**src/rtl/core/dfir_ram.sv**
```systemverilog
// generic single-port-write, single-port-read ram with registered read data
// no dependencies
module dfir_ram #(
   parameter int WIDTH = 16,
   parameter int DEPTH = 256,
   localparam int ADDR_W = (DEPTH > 1) ? $clog2(DEPTH) : 1
) (
   input  logic              clock,
   input  logic              wr_en,
   input  logic [ADDR_W-1:0] wr_addr,
   input  logic [WIDTH-1:0]  wr_data,
   input  logic              rd_en,
   input  logic [ADDR_W-1:0] rd_addr,
   output logic [WIDTH-1:0]  rd_data
);

   logic [WIDTH-1:0] mem_ff [DEPTH];
   logic [WIDTH-1:0] rd_data_ff;

   always_ff @(posedge clock) begin
      if (wr_en) begin
         mem_ff[wr_addr] <= wr_data;
      end
      if (rd_en) begin
         rd_data_ff <= mem_ff[rd_addr];
      end
   end

   assign rd_data = rd_data_ff;

endmodule

```
**config.mk**
```make
export PLATFORM = sky130hd
export DESIGN_NAME = dfir_ram
export DESIGN_NICKNAME = d
export VERILOG_FILES = /design/src/rtl/core/dfir_ram.sv
export SDC_FILE = /design/constraint.sdc
export NUM_CORES = 2
export LEC_CHECK = 0
export ABC_AREA = 1
export BUFFER_PORTS_ARGS = -buffer_cell sky130_fd_sc_hd__buf_2
export CORE_ASPECT_RATIO = 0.6
export CORE_MARGIN = 2
export CORE_UTILIZATION = 30
export CTS_CLUSTER_SIZE = 25
export DETAILED_ROUTE_END_ITERATION = 7
export PLACE_DENSITY_LB_ADDON = 0.1
export SLEW_MARGIN = 20
export SYNTH_ARGS = -nofsm -noshare
export SYNTH_HDL_FRONTEND = slang
export SYNTH_SLANG_ARGS = --single-unit
```
**constraint.sdc**
```tcl
create_clock -name clock -period 3.2 [get_ports clock]
set_input_delay 0.8 -clock clock [delete_from_list [all_inputs] [get_ports clock]]
set_output_delay 0.8 -clock clock [all_outputs]
set_load 0.02 [all_outputs]
```
# ---- Word-level counts from Yosys, hierarchy flattened
# Memories as Yosys holds them, arrays and structs flattened. A register that Yosys moved wholly into a read port is not among the register bits.
# Cells that the tools add are included.
dict set report word_totals {
  register_bits 0
  mem_bits_rw 4096
  in_bits 35
  output_inout_bits 16
  memories 1
}
# memory depth width rd rd_clocked_by_memory_dff wr line
set mem_list {}
lappend mem_list {mem_ff 256 16 1 1 1 17} ;# logic [WIDTH-1:0] mem_ff [DEPTH];
dict set report classes {
  mux 2
}
# operator count
set op_table {}
lappend op_table {{$mux W1} 2}

# ---- Longest topological paths before layout
dict set report depth {
  ltp_word 2
  mapped_depth 15
  ltp_nobuf 11
}

# ---- Least setup slack after synthesis
# OpenSTA, ideal clock, no wires.
dict set report synth_path {
  kind {input port to flip-flop}
  startpoint {input wr_en}
  endpoint {memory mem_ff[162][0] (enable)}
  setup_time_ps 388
  arrival_time_ps 2252
  t_required_ps 2812
  slack_ps 560
  path_stages 4
  path_cell_list {clkbuf_1 nand3_1 clkbuf_1 nor2_1}
}
dict set report synth_between {
  elab_chain_cells 2
}
# element line
set synth_lines {}
lappend synth_lines {{start: declaration} 9} ;# input logic wr_en,
lappend synth_lines {{$mux W1} 21} ;# if (wr_en) begin
lappend synth_lines {{$mux W1 (not written as such)} 22} ;# mem_ff[wr_addr] <= wr_data;
lappend synth_lines {{end: declaration} 17}
# Every way passes these cells.

==> impl_metrics.csv <==
group,metric,value,unit
outcome,status,"finished clean",
route,initialDrtViolationCount,12800,
min_path,hp-start,"wr_data[5]",
synth,synthTopCellsByCount,"nand2_1, edfxtp_1, nand3_1, buf_2, nor2_1",
setup_path,rr_worst_depth,10,
setup_path,arrival,3.73,ns
placed_design,io_buffer_count,50,
sta,drv_slew,0,
die,dieArea,559000,um^2
setup_path,worst-setup-path-type,"input pin to register",
sta,setup_tns,0,ns
route,viasPerCell,5.00,
global_routing,antenna_found_initial,43,
die,dieWidth,964,um
layout,fin_nets,14500,
synth,synthAdderAreaFrac,0,%
min_path,hold_end,"mem_ff[128][5]",
route,drt_wl_total,617,mm
sta,hold_viol,0,
sta,layout_setup_ws,0.303,ns
layout,fin_cells,22200,
clocking,cts_hold_buffers,0,
sta,clock_skew,0.0526,ns
setup_path,crit_fanout,17,
setup_path,endpoint_kind,"register",
synth,ys.flop_type,"edfxtp_1",
setup_path,r2r-start,"mem_ff[5][11]",
sta,rsz0062_at_grt,"false",
die,start_util,30.1,%
synth,synth_xor_area_share,0,%
power,p_total,117,mW
global_routing,grt_max_degree,83,
clocking,htreeDepth,5,
placed_design,gp_congestion,0.830,
layout,seqCellArea,123000,um^2
sta,hold_slack,0.178,ns
synth,yosysWarnings,0,
clocking,clockBufferDepth,4,
route,ant_nets,0,
clocking,clkTransAtPathRegs,0.07,ns
synth,synth_top_cells_by_area,"edfxtp_1, nand3_1, nand2_1",
route,num_vias,111000,
synth,avgSynthCellArea,12.2,um^2
layout,design_area,199000,um^2
synth,synthArstFlopShare,0,%
layout,drive_gt1_share,14.0,%
layout,n_fill_cell,53800,
die,die_h,580,um
synth,synth_edf_count,4112,
clocking,cts_buffers,408,
route,dr.pass1.iters,6,
global_routing,gr-total-overflow,0,
synth,synthCells,13600,
sta,fmax,0.345,GHz
sta,period_share,90.5,%
min_path,hold_path_depth,1,
placed_design,dp_worst_setup_slack,-0.649,ns
synth,ys_types,14,
job,cap_violations,0,
sta,worst_slew_pin_slew,0.995,ns
synth,synth-compound-area-share,0,%
global_routing,grt_pass1_vias,103000,
layout,area_growth,19.7,%
placed_design,post-place-cells,21400,
sta,finalCriticalPeriod,2.90,ns
global_routing,grt_pass1_wl,862,mm
global_routing,grt_usage,21.5,%
setup_path,cp.required,4.04,ns
layout,final_util,36.1,%
clocking,cts_tree,"built",
layout,multi_input_area,37400,um^2
clocking,clock-sinks,4112,
synth,yosysTopAreaCell,"edfxtp_1",
clocking,cts_setup_buffers,0,
clocking,clkLatencyLatePin,1.02,ns
power,leakage,69.7,nW
placed_design,hpwl,396,mm
clocking,cts-resized-gates,0,
power,peakVddDrop,0.458,mV
sta,setup_violations,0,
synth,synth-seq-area-share,74.4,%
route,wl_per_cell,27.9,um
route,drc_errors,0,
placed_design,dpl-instance-area,186000,um^2
synth,synth_top_area_share,74.4,%
power,powerDensity,587,nW/um^2
setup_path,worst_setup_path_start_kind,"input pin",
synth,synth_top_family_by_area,"simple AND/OR/NAND/NOR gates",
setup_path,rr_endpoint,"rd_data[11]",
sta,slew_headroom,33.7,%
synth,synth-seq-cells,4112,
clocking,cts_root_buf,"clkbuf_16",
min_path,holdCritPathClass,"input pin to register",
setup_path,r2r_setup_slack,0.79,ns
synth,synth-simple-area-share,22.3,%
die,coreArea,551000,um^2
die,ios,51,
synth,syn_nets,13700,
die,rows,211,
synth,synthMostInstantiatedCell,"nand2_1",
synth,syn_area,166000,um^2
synth,muxShareOfSynthArea,0,%
## power breakdown
group / total, mW / internal (mW) / switching, mW
clock network: 48.1 / 26.3 / 21.7
logic: 9.14 / 2.66 / 6.48
registers: 59.4 / 59.4 / 0.0779
total: 117 / 88.4 / 28.3
## cell type report
cell class                      instances  share of cell area, %
Clock inverter                        234                   1.04
Antenna cell                           21                 0.0265
Tap cell                             7348                   4.63
Clock buffer                          497                   5.37
Inverter                               39                  0.101
Sequential cell                      4112                   62.2
Multi-Input combinational cell       8529                   18.8
Timing Repair Buffer                 1385                   7.82
## critical path, cell delays in order
cell and delay (ns):
buf_12 0.12, buf_4 0.27, buf_12 0.23, buf_12 0.26, buf_4 0.21, nand2_1 0.07, nand3_1 0.08, nand3_1 0.31
nand3_1 0.21, nand3_1 0.20, nand3_1 0.47, nand3_1 0.16, nand2_1 0.11, nand2_1 0.07, nand2_1 0.10
## how the worst max path moves through the flow
stage | start | slack, ns | cells after the start | endpoint
2_1_floorplan | wr_en | 0.56 | 4 | mem_ff[162][0]
3_3_place_gp | rd_addr[0] | -0.66 | 16 | rd_data[1]
3_5_place_dp | rd_addr[0] | -0.65 | 16 | rd_data[1]
4_1_cts | rd_addr[0] | 0.40 | 16 | rd_data[1]
5_1_grt | rd_addr[0] | 0.16 | 15 | rd_data[11]
6_report | rd_addr[0] | 0.30 | 15 | rd_data[11]
## flip-flops by register name, indices dropped and copies added (netlist names)
signal   flops
rd_data     16
mem_ff    4096
## cells by family (layout without fill, tap and decap cells)
logic type | after synthesis | after routing
flops | 4112 | 4112
simple gates | 8529 | 8529
other cells | 0 | 21
buf+inv | 976 | 2155
## cells in the final DEF (no fill, tap or decap)
master	instances
nand2_1	4195
edfxtp_1	4112
nand3_1	4035
buf_4	932
clkbuf_16	414
buf_12	405
nor2_1	169
nor2_2	114
clkinv_1	95
clkbuf_1	83
clkinv_2	77
inv_1	33
bufinv_16	33
buf_2	28
diode_2	21
buf_8	19
nand2_2	11
clkinvlp_4	8
inv_6	7
clkinv_8	6
clkinv_4	6
nand2_4	5
inv_16	4
inv_8	2
inv_4	1
clkinv_16	1
buf_6	1
## per-layer routing
metal / share of wire [%] / GRT usage, % / vias to the layer above
li1: - / - / 50500
met4: 1.5 / 3.29 / 0
met3: 7.9 / 4.40 / 550
met2: 40 / 28.9 / 3683
met5: 0 / 0 / -
met1: 51 / 35.4 / 56200
No activity file was read; power rests on OpenSTA's default activity.
