File: src/rtl/core/dfir_pkg.sv
// shared constants, field layout, request codes and sequencer-to-mac control type
// for the direct-form fir filter; no dependencies
package dfir_pkg;

   // sizing of the filter
   localparam int MAX_TAPS     = 256;
   localparam int SAMPLE_WIDTH = 16;
   localparam int COEF_WIDTH   = 16;

   // fixed field and register widths
   localparam int REQ_TYPE_WIDTH   = 2;
   localparam int COEF_INDEX_WIDTH = 8;
   localparam int NUM_TAPS_WIDTH   = 9;
   localparam int GAIN_WIDTH       = 16;
   localparam int GAIN_FRAC        = 12;

   // derived widths
   localparam int ADDR_W    = (MAX_TAPS > 1) ? $clog2(MAX_TAPS) : 1;
   localparam int TAP_CNT_W = $clog2(MAX_TAPS + 1);
   localparam int OPA_W     = (SAMPLE_WIDTH > COEF_WIDTH) ? SAMPLE_WIDTH : COEF_WIDTH;
   localparam int OPB_W     = (COEF_WIDTH > GAIN_WIDTH) ? COEF_WIDTH : GAIN_WIDTH;
   localparam int PROD_W    = OPA_W + OPB_W;
   localparam int ACC_W     = PROD_W + TAP_CNT_W + 2;

   // request beat layout
   localparam int SAMPLE_LSB   = 0;
   localparam int ADDEND_LSB   = SAMPLE_LSB + SAMPLE_WIDTH;
   localparam int INDEX_LSB    = ADDEND_LSB + SAMPLE_WIDTH;
   localparam int COEF_LSB     = INDEX_LSB + COEF_INDEX_WIDTH;
   localparam int REQ_FIELDS_W = COEF_LSB + COEF_WIDTH;
   localparam int REQ_DATA_W   = ((REQ_FIELDS_W + 7) / 8) * 8;
   localparam int RSP_DATA_W   = ((SAMPLE_WIDTH + 7) / 8) * 8;

   // register port
   localparam int CSR_INDEX_W = 1;
   localparam int CSR_DATA_W  = (NUM_TAPS_WIDTH > GAIN_WIDTH) ? NUM_TAPS_WIDTH : GAIN_WIDTH;
   localparam logic [CSR_INDEX_W-1:0] CSR_NUM_TAPS  = 1'd0;
   localparam logic [CSR_INDEX_W-1:0] CSR_COEF_GAIN = 1'd1;
   localparam logic signed [GAIN_WIDTH-1:0] GAIN_RESET = GAIN_WIDTH'(1 << GAIN_FRAC);

   // request kinds
   localparam logic [REQ_TYPE_WIDTH-1:0] REQ_FILTER = 2'd0;
   localparam logic [REQ_TYPE_WIDTH-1:0] REQ_LOAD   = 2'd1;
   localparam logic [REQ_TYPE_WIDTH-1:0] REQ_CLEAR  = 2'd2;

   typedef struct packed {
      logic mul_en;
      logic acc_load;
      logic acc_en;
   } mac_ctrl_type;

endpackage

File: src/rtl/core/dfir_mac.sv
// shared signed multiplier with registered product and accumulator
// depends on dfir_pkg
module dfir_mac (
   input  logic                                clock,
   input  dfir_pkg::mac_ctrl_type              ctrl,
   input  logic signed [dfir_pkg::OPA_W-1:0]   op_a,
   input  logic signed [dfir_pkg::OPB_W-1:0]   op_b,
   input  logic signed [dfir_pkg::ACC_W-1:0]   acc_init,
   output logic signed [dfir_pkg::PROD_W-1:0]  product,
   output logic signed [dfir_pkg::ACC_W-1:0]   acc
);
   import dfir_pkg::*;

   logic signed [PROD_W-1:0] product_ff, product_in;
   logic signed [ACC_W-1:0]  acc_ff, acc_in;

   assign product_in = PROD_W'(op_a) * PROD_W'(op_b);

   always_comb begin
      acc_in = acc_ff;
      if (ctrl.acc_load) begin
         acc_in = acc_init;
      end else if (ctrl.acc_en) begin
         acc_in = acc_ff + ACC_W'(product_ff);
      end
   end

   always_ff @(posedge clock) begin
      if (ctrl.mul_en) begin
         product_ff <= product_in;
      end
      acc_ff <= acc_in;
   end

   assign product = product_ff;
   assign acc     = acc_ff;

endmodule

File: config.mk
export PLATFORM = sky130hd
export DESIGN_NAME = dfir_mac
export DESIGN_NICKNAME = d
export VERILOG_FILES = /design/src/rtl/core/dfir_pkg.sv /design/src/rtl/core/dfir_mac.sv
export SDC_FILE = /design/constraint.sdc
export NUM_CORES = 1
export LEC_CHECK = 0
export ABC_AREA = 1
export BUFFER_PORTS_ARGS = -buffer_cell sky130_fd_sc_hd__buf_2
export CAP_MARGIN = 30
export CORE_MARGIN = 2
export CORE_UTILIZATION = 54
export DETAILED_ROUTE_END_ITERATION = 8
export GPL_ROUTABILITY_DRIVEN = 0
export MAX_ROUTING_LAYER = met4
export PLACE_DENSITY = 0.75
export SLEW_MARGIN = 20
export SYNTH_ARGS = -nofsm -noshare
export SYNTH_HDL_FRONTEND = slang
export SYNTH_SLANG_ARGS = --single-unit
export TNS_END_PERCENT = 5
File: constraint.sdc
create_clock -name clock -period 7.3 [get_ports clock]
set_clock_uncertainty 0.05 [all_clocks]
set_input_delay 0.365 -clock clock [delete_from_list [all_inputs] [get_ports clock]]
set_output_delay 0.365 -clock clock [all_outputs]
set_load 0.02 [all_outputs]
* Word-level counts from Yosys, hierarchy flattened
Index checks and enable logic that the tools add are counted.
Word-level totals: logic and storage cells 7, input port bits 79, register bits 75
Operators by class: reductions and logical operators 1, multiplexer cells 2, add/sub/neg operators 1, $mul 1
Operators by type and width (count):
- two-way mux 43 bit | 2
- adder 43 x 32 -> 43 bit | 1
- multiplier 16 x 16 -> 32 bit | 1
- nonzero test 2 bit | 1

* Depth between registers and ports, before layout
Gate-level depths: netlist of run 1.
depth after elaboration 3, gate-level depth with buffers 27, depth with buffers taken out 25

* Least setup slack after synthesis of run 1
OpenSTA, ideal clock, no wires.
path kind input to register, start point input port op_b[5] in the netlist's numbering, end point register product_ff[31] (netlist: product[31]), data pin, required time 6.998 ns, slack 1.574 ns, stages on the path 22, path buffers 2, setup time 0.252 ns, arrival 5.424 ns, cells stage by stage clkbuf_1 -> clkbuf_1 -> nand2_1 -> fa_1 -> inv_1 -> fa_1 -> inv_1 -> fa_1 -> fa_1 -> fa_1 -> fa_1 -> inv_1 -> ha_1 -> nand2_1 -> nor3_1 -> nand2_1 -> nor3_1 -> nand2_1 -> nand3_1 -> inv_1 -> nand2_1 -> nand2_1
Between the ends: word-level cells in the longest chain between the ends 1
Ends and longest elaborated chain:
- start: declaration | line dfir_mac.sv:7 | input logic signed [dfir_pkg::OPB_W-1:0] op_b,
- multiplier 16 x 16 -> 32 bit | line dfir_mac.sv:17 | assign product_in = PROD_W'(op_a) * PROD_W'(op_b);
- named net product_in[31] | line dfir_mac.sv:14 | logic signed [PROD_W-1:0] product_ff, product_in;
- end signal: assignment | line dfir_mac.sv:30 | product_ff <= product_in;
- end: declaration | line dfir_mac.sv:14
The timed path passes the listed nets, and every way through them passes these cells. A chain may end at the register's enable or synchronous reset.

* Final worst setup path of run 1
start point input port op_b[1] in the netlist's numbering, end point register product_ff[30] (netlist: product[30]), data pin
The elaborated chain is that of the path after synthesis.

==> results of run 1 <==
registers in the layout, summed over array words and instances, names as in the netlist:
signal and cells:
acc 43, product 32
synth_stat cells, drive strengths merged:
cell type,n
o21bai,6
and3,2
o21ai,29
o211ai,1
a31oi,3
nand3b,9
a21o,4
edfxtp,75
o31ai,1
ha,124
nor3,9
clkinv,1
clkbuf,65
nand2,789
or2,13
a21boi,3
a211oi,1
buf,3
fa,263
xor2,23
a21oi,52
nor2,131
nand3,94
inv,605
nand4,22
xnor2,13
kinds of logic (layout without fill, tap and decap cells):
group / Yosys count / in the layout
flip-flops: 75 / 75
XOR/XNOR: 36 / 36
buffers and inverters: 674 / 778
adder cells (fa/ha/maj): 387 / 387
AND/OR/NAND/NOR: 1069 / 1069
AO/OA/AOI/OAI: 100 / 100
area by class of cell:
| class | count | area (um^2) | area share (%) |
|---|---|---|---|
| clock buffer | 9 | 225 | 1.24 |
| clock inverter | 7 | 67.6 | 0.372 |
| inverter | 606 | 2270 | 12.5 |
| multi-input combinational | 1592 | 12100 | 66.3 |
| sequential | 75 | 2250 | 12.4 |
| tap | 396 | 495 | 2.73 |
| timing repair buffer | 156 | 813 | 4.47 |
metal layers:
metal | part of all wire, % | wire length [um]
met2 | 48 | 21400
met5 | 0 | 0
met4 | 3.6 | 1610
met3 | 8.8 | 3920
met1 | 40 | 17800
worst paths after layout:
path,from,depth (start not counted),endpoint
min reg2reg,acc[0],3,acc[0]
max reg2reg,product[0],15,acc[20]
min,acc_init[32],3,acc[32]
max,op_b[1],19,product[30]
worst register-to-register path, stage by stage, from the launching register on:
cell and delay (ps):
edfxtp_1 360, ha_1 310, inv_1 90, fa_1 360, inv_1 160, nand3_1 90, nand3_1 200, nand2_1 100
nand2_2 140, nand3_1 110, nand2_2 140, nand2_1 120, nand2_1 90, nand2_1 50, nand3_1 80, nand2_1 60
metrics by stage:
step	std cells	setup slack, ps	cell area, um^2	util [%]
after floorplan	2341	1570	16800	-
after global placement	2823	1240	17800	58.2
after detailed placement	2824	1170	17900	58.3
after CTS	2840	1510	18200	59.2
after global routing	2841	1180	18200	59.3
final	2841	1500	18200	59.3
==> run metrics, run 1 <==
Total Nets Final=a little under 3000; crit path kind=in2reg; Worst path top cell family by delay=adder cells; root buf cell=clkbuf_16; Cells after Synth=about 2300; Netlist cell types=37; Worst R2R Setup Slack=around 4600 ps; sequential element share of the synthesized area=a little over an eighth; CP max stage delay=840 ps; clock sink total=75; setup repair after global routing missed its margin=false; setup TNS=0 ps; proportion of layout cells with a drive suffix above 1=between 8 and 9%; Hold Buf Count CTS=0; largest area contributor in the netlist=fa_1; busiest grt layer=met2; met3 GRT Util=4.04%; core area=roughly 30000 um^2; vias in the first global route=roughly 16000; DR DRC count=0; largest net degree at the start of global routing=between 50 and 60; routed via count=around 15000; xor-xnor portion of the synthesized cell area=under 10%; CTS tree=done; commonest cells after routing, fill and taps aside=nand2_1 (779), inv_1 (599), fa_1 (263), buf_2 (153), ha_1 (124); Compound-Gate Fraction of Synth Area=3.28%; Mapped Nets=approximately 2800; fmax=about 0.17 GHz; Synth Warn #=0; Slowest cell on crit path=fa_1; Initial Util=54.9%; clock-pin transition on the worst setup and hold timing paths=60 ps; CP max FO=16; first-pass GRT wire length=75.6 mm; most frequent standard cell in the layout excluding fill and tap cells=nand2_1; largest cells by area after synthesis=fa_1 (31%), nand2_1 (17%), edfxtp_1 (13%); worst endpoint data arrival time=about 5900 ps; met2 GRT Util=between 40 and 50%; mux contribution to synthesized area=0%; CP endpoint kind=register; Min-Delay Path Class=in2reg; worst path cell trace=buf_2 > nand2_1 > inv_1 > fa_1 > fa_1 > inv_1 > fa_1 > inv_1 > fa_1 > fa_1 > fa_1 > ha_1 > a21o_1 > a31oi_1 > o21ai_0 > a21oi_1 > nand2_1 > nand2_1 > nand2_1; num ports=154; status=finished, final reports clean; Bufs on Longest Clock Path=2; element type at the critical path start=input port; Worst-Margin Slew=815 ps; required time of the worst setup path=~7400 ps; fin crit period=~5800 ps; # Post-CTS Setup Buffers=0; Num CTS Buffers=9; antenna violations before repair=0; DP HPWL=about 38 mm; initial drt markers=between 1000 and 1500; Congestion Overflow GR=0; CP Buf/Inv Count=4; area delta synth->final=7.99%; cell mode on critical path=fa_1; drt pass-1 iters=6; syn_area_per_cell=roughly 7.2 um^2; Max-Slew Margin vs Limit=between 40% and 50%; antenna violation net count after detailed routing=0; area share of the largest cell type after synthesis=31.3%; Clock Latency Late Sink=~350 ps; final hold violation count=0; WL final=between 40 and 50 mm; Simple-Gate Fraction of Synth Area=25.9%; GR met1 Demand/Resource=between 30% and 40%; fill count=~2900; # H-tree levels=3; port bufs=around 150; row count=64; GRT Util Overall=29.5%; Synth Area in Adders=approximately two fifths; largest family of logic cells by synthesized area=adder cells; vias per cell=between 5 and 6; routed len/inst=between 15 and 20 um; chip height=~180 um; final setup violation count=0; ANT cells=0; fin crit share=between 70% and 80%; DIE AREA=around 33000 um^2; post_cts resized=0; die width=approximately 180 um; hold slack=about 230 ps; flop and latch count out of synthesis=75; Syn Std Cell Area=~17000 um^2; final max-slew violation count=0; maximum capacitance violations=0
Power of run 1 is left out: the tool's default activity adds up to more than one toggle a clock period on the data nets, which glitch-free logic cannot reach.
==> inputs of run 2 (changes only) <==
ABC_AREA = 0   (was 1)
PLACE_DENSITY = 0.78   (was 0.75)
clock period = 5.3 ns   (was 7.3 ns; I/O delays follow)
==> run 2 against run 1 <==
  * The run now ends with setup timing left
  * Cell area is 0.21% higher
  * Highest routed layer unchanged
  * Utilization is 5.9 points higher
  * Critical endpoint is now product[22]
  * Synthesized area decreased by 8.7%
  * Routed wire length down 13%
==> run metrics, run 2 <==
Bufs on Longest Clock Path=2 (unchanged); clock sink total=75 (unchanged); required time of the worst setup path=5340 ps (-2020 ps); element type at the critical path start=input port; fin crit period=5440 ps; Worst-Margin Slew=825 ps (+9.75 ps); count leader, synth=inv_1; WL met3=2.50 mm (-36%); Final Util=65.2% (+5.9 points); vias per cell=5.52 (+4.3%); crit path kind=in2reg; fill count=2183 (-24%); Clock Latency Late Sink=340 ps (about the same); maximum capacitance violations=0 (unchanged); highest metal used=met4; Layout Cells excl Fill=2280 (-20%); routed len/inst=17.1 um (+8.9%); CP max FO=7 (-9); DR DRC count=0 (unchanged); first-pass GRT wire length=65.7 mm (-13%); status=finished with violations; final max-slew violation count=0 (unchanged); largest net degree at the start of global routing=52 (-3.7%); CP max stage delay=570 ps (-270 ps); most frequent standard cell in the layout excluding fill and tap cells=inv_1; Initial Util=55.0% (+0.16 points); largest cells by area after synthesis=fa_1 (34%), edfxtp_1 (15%), ha_1 (10%); proportion of layout cells with a drive suffix above 1=22.8% (+14 points); Slowest cell on crit path=fa_2; Mapped Nets=2100 (-25%); final hold violation count=0 (unchanged); core area=27900 um^2 (-8.9%); num ports=154 (unchanged); wire length on met2=19.3 mm (-9.9%); Critical path origin=op_b[3]; syn_area_per_cell=9.41 um^2 (+31%); worst endpoint data arrival time=5480 ps (-380 ps); wire length on met1=16.0 mm (-9.7%); Storage cell area=2250 um^2 (unchanged); largest area contributor in the netlist=fa_1; WL final=39.1 mm (-13%); root buf cell=clkbuf_16; CP endpoint kind=register; Congestion Overflow GR=0 (unchanged); chip height=173 um (-4.3%); predominant post-synthesis flop cell=edfxtp_1; DP HPWL=32.8 mm (-14%); row count=61 (-4.7%); Total Nets Final=2363 (-19%); GRT Util Overall=27.7% (-1.8 points); clock-pin transition on the worst setup and hold timing paths=60 ps (about the same); Syn Std Cell Area=15400 um^2 (-8.7%); reg2reg start=product[0]; # H-tree levels=3 (unchanged); Synth Warn #=0 (unchanged); Max-Slew Margin vs Limit=45.0% (-0.65 points); sequential element share of the synthesized area=14.6% (+1.3 points); ys async rst share=0% (unchanged); flop and latch count out of synthesis=75 (unchanged); Post-synth EDFFs=75 (unchanged); initial drt markers=864 (-29%); antenna violation net count after detailed routing=0 (unchanged); die width=173 um (-4.3%); Hold Crit Start=acc_init[6]; Multi-input gate area=12000 um^2 (-0.62%); setup ws final=-144 ps (-1640 ps); Hold Buf Count CTS=0 (unchanged); cell mode on critical path=fa_1; vias in the first global route=13594 (-13%); area delta synth->final=18.5%; Netlist cell types=90 (+140%); commonest cells after routing, fill and taps aside=inv_1 (295), fa_1 (253), nand2_1 (189), buf_4 (169), buf_2 (135); fin crit share=103%; ANT cells=0 (unchanged); hold slack=150 ps (-85.2 ps); CTS tree=done; Cells after Synth=1634 (-30%); drt pass-1 iters=5 (-1); worst path cell trace=buf_4 > buf_4 > nand2_1 > fa_1 > fa_1 > fa_2 > inv_1 > fa_1 > fa_1 > inv_1 > fa_1 > inv_1 > ha_4 > nor3_2 > o21ai_1 > and3_1 > o31a_1 > o31a_1 > or2_4 > a31o_1 > xor2_1; top cells by count, synth=inv_1 (300), fa_1 (263), nand2_1 (192); routed via count=12588 (-16%); port bufs=153 (unchanged); final setup violation count=10 (+10); DIE AREA=29800 um^2 (-8.5%); antenna violations before repair=0 (unchanged); failing checks=setup timing; Min-Delay Path Class=in2reg; fmax=around 0.18 GHz; area share of the largest cell type after synthesis=34.2% (+3.0 points); max FFs per register=43 (unchanged); dpl cells=2253 (-20%); Num CTS Buffers=9 (unchanged); setup repair after global routing missed its margin=true
==> run 2: cell families (layout without fill, tap and decap cells) <==
group	Yosys count	in the layout	share of synthesized area, %
AND/OR/NAND/NOR	472	472	15.5
adder cells (fa/ha/maj)	387	387	44.3
buffers and inverters	361	629	9.35
AO/OA/AOI/OAI	270	270	12.2
flip-flops	75	75	14.6
XOR/XNOR	64	64	3.65
multiplexers	5	5	0.350
==> run 2: timing repair <==
action                                  CTS  global route
setup buffers                            10             1
pin swaps                                42             9
gates cloned                              0             0
gates resized for setup                  56            12
endpoints found under the setup margin   11            15
==> run 2: per-stage QoR <==
stage	setup slack [ps]	area (um^2)	setup TNS (ps)
global placement	-573	17500	-5530
floorplan	-353	15500	-2180
global route	-322	18200	-2780
CTS	-115	18200	-674
finish	-144	18200	-900
detailed placement	-654	17500	-6910
==> run 2: worst max-delay path: cells and delay by family <==
| family | cells | cell delay (ps) |
|---|---|---|
| buf+inv | 5 | 470 |
| fa+ha+maj | 7 | 3230 |
| xor+xnor | 1 | 130 |
| compound gates | 4 | 730 |
| simple gates | 4 | 640 |
==> run 2: cell type report <==
| class | instances | area share, % |
|---|---|---|
| inverter | 300 | 6.18 |
| timing repair buffer | 313 | 11.4 |
| multi-input combinational | 1198 | 65.7 |
| clock buffer | 10 | 1.26 |
| sequential | 75 | 12.4 |
| clock inverter | 6 | 0.440 |
| tap | 378 | 2.60 |
==> run 2: final timing paths <==
kind / cells past startpoint / slack, ps / to
max: 21 / -140 / product[22]
min: 3 / 150 / acc[6]
max reg2reg: 11 / 1930 / acc[38]
min reg2reg: 2 / 680 / acc[0]
==> run 2: routing by layer <==
layer	up-vias	track usage (%)
met4	0	9.64
met5	-	-
met1	6232	34.5
li1	5767	-
met2	496	46.9
met3	93	3.21
Power of run 2 is left out for the same reason.
==> inputs of run 3 (changes only) <==
CORE_ASPECT_RATIO = 2   (was not set)
==> run 3 against run 2 <==
  * Global-route usage up 2.9 points
  * Largest cell class unchanged
  * Setup slack worse by 53 ps
  * Highest routed layer unchanged
  * Die area up 0.27%
  * Critical endpoint is now product[23]
  * Critical path type unchanged
  * Sequential share of layout area down 0.096 points
  * The run still ends with setup timing left
==> run metrics, run 3 (synthesized netlist as in run 2, its figures left out) <==
crit path kind=in2reg; GRT Util Overall=30.6% (+2.9 points); Bufs on Longest Clock Path=2 (unchanged); vias per cell=5.66 (+2.5%); DR DRC count=0 (unchanged); routed len/inst=19.0 um (+11%); most frequent standard cell in the layout excluding fill and tap cells=inv_1; antenna violation net count after detailed routing=0 (unchanged); hold slack=139 ps (-10.8 ps); required time of the worst setup path=5350 ps (about the same); CP endpoint kind=register; CP max FO=7 (unchanged); area delta synth->final=19.4%; Worst-Margin Slew=942 ps (+117 ps); root buf cell=clkbuf_16; ANT cells=0 (unchanged); clock sink total=75 (unchanged); clock-pin transition on the worst setup and hold timing paths=60 ps (about the same); fin crit share=104% (+1.0 points); core area=28100 um^2 (+0.54%); chip height=243 um (+40%); port bufs=153 (unchanged); Total Nets Final=2365 (+0.085%); drt pass-1 iters=7 (+2); final hold violation count=0 (unchanged); vias in the first global route=14363 (+5.7%); setup repair after global routing missed its margin=true; first-pass GRT wire length=68.5 mm (+4.3%); proportion of layout cells with a drive suffix above 1=24.2% (+1.5 points); Min-Delay Path Class=in2reg; Congestion Overflow GR=0 (unchanged); final setup violation count=10 (unchanged); # H-tree levels=3 (unchanged); element type at the critical path start=input port; row count=87 (+43%); num ports=154 (unchanged); Initial Util=54.8% (-0.29 points); Num CTS Buffers=9 (unchanged); antenna violations before repair=0 (unchanged); largest net degree at the start of global routing=57 (+9.6%); status=finished with violations; final max-slew violation count=0 (unchanged); routed via count=12775 (+1.5%); die width=123 um (-29%); fill count=2208 (+1.1%); commonest cells after routing, fill and taps aside=inv_1 (285), fa_1 (247), nand2_1 (186), buf_4 (155), buf_2 (127); maximum capacitance violations=0 (unchanged); WL final=42.9 mm (+9.9%); Clock Latency Late Sink=350 ps (about the same); Max-Slew Margin vs Limit=36.8% (-8.2 points); DP HPWL=36.1 mm (+9.8%); failing checks=setup timing; fmax=0.182 GHz (-0.96%); fin crit period=5500 ps (+52.9 ps); DIE AREA=29900 um^2 (+0.27%); CTS tree=done; initial drt markers=705 (-18%); max FFs per register=43 (unchanged); worst endpoint data arrival time=5540 ps (+60 ps); setup ws final=-197 ps (-52.9 ps)
run 3: changes by cell type in the layout (fill, tap and decap cells not counted), moves of 3 or more:
cell,before,now
buf_6,5,21
buf_4,169,155
inv_1,295,285
inv_2,5,15
and2_1,120,112
and2_4,6,14
buf_2,135,127
fa_1,253,247
fa_2,10,16
buf_12,4,8
a21oi_2,8,5
nand2_1,189,186
nand2_2,2,5
run 3: cell type report:
type                            instances  area, um^2  share of cell area (%)
Timing Repair Buffer                  315        2240                    12.2
Sequential cell                        75        2250                    12.3
Inverter                              300        1130                    6.13
Clock inverter                          4        20.0                   0.109
Tap cell                              356         445                    2.43
Multi-Input combinational cell       1198       12000                    65.6
Clock buffer                           10         229                    1.25
run 3: final timing paths:
kind                                    end    startpoint  cells after the start  slack, ps
worst min-delay path                acc[33]  acc_init[33]                      3        140
worst max-delay path            product[23]      op_a[15]                     19       -200
worst max register to register      acc[34]    product[0]                     11       1600
worst min register to register       acc[0]        acc[0]                      2        680
run 3: timing repair:
action / 4_1_cts / 5_1_grt
resized for setup: 87 / 53
setup endpoints to repair: 12 / 14
hold buffers: 0 / 0
buffers inserted: 10 / 4
pin swaps: 53 / 42
run 3: metrics by stage:
stage | area [um^2] | cells | util (%) | setup TNS, ps | worst slack, ps
4_1_cts | 18200 | 2254 | 64.7 | -1130 | -171
3_5_place_dp | 17500 | 2230 | 62.3 | -8470 | -753
3_3_place_gp | 17500 | 2229 | 62.2 | -6590 | -636
2_1_floorplan | 15500 | 1634 | - | -2180 | -353
6_report | 18400 | 2258 | 65.4 | -958 | -197
5_1_grt | 18400 | 2258 | 65.4 | -2570 | -407
run 3: worst max-delay path, cell delays in order:
cell,delay [ps]
buf_4,170
and2_4,170
fa_2,490
buf_4,170
buf_4,140
fa_2,580
fa_1,460
fa_1,570
fa_1,420
fa_1,540
ha_4,220
buf_4,140
a21oi_1,270
nand2_1,130
o211ai_1,110
a21bo_2,170
a21boi_2,60
buf_4,140
a311o_1,330
run 3: per-layer routing:
layer | routed length, um | global-route usage (%) | vias to the layer above
li1 | - | - | 5788
met4 | 3990 | 24.2 | 0
met2 | 24100 | 57.0 | 505
met3 | 1700 | 3.24 | 231
met5 | 0 | - | -
met1 | 13200 | 26.3 | 6251
Power of run 3 is left out for the same reason.
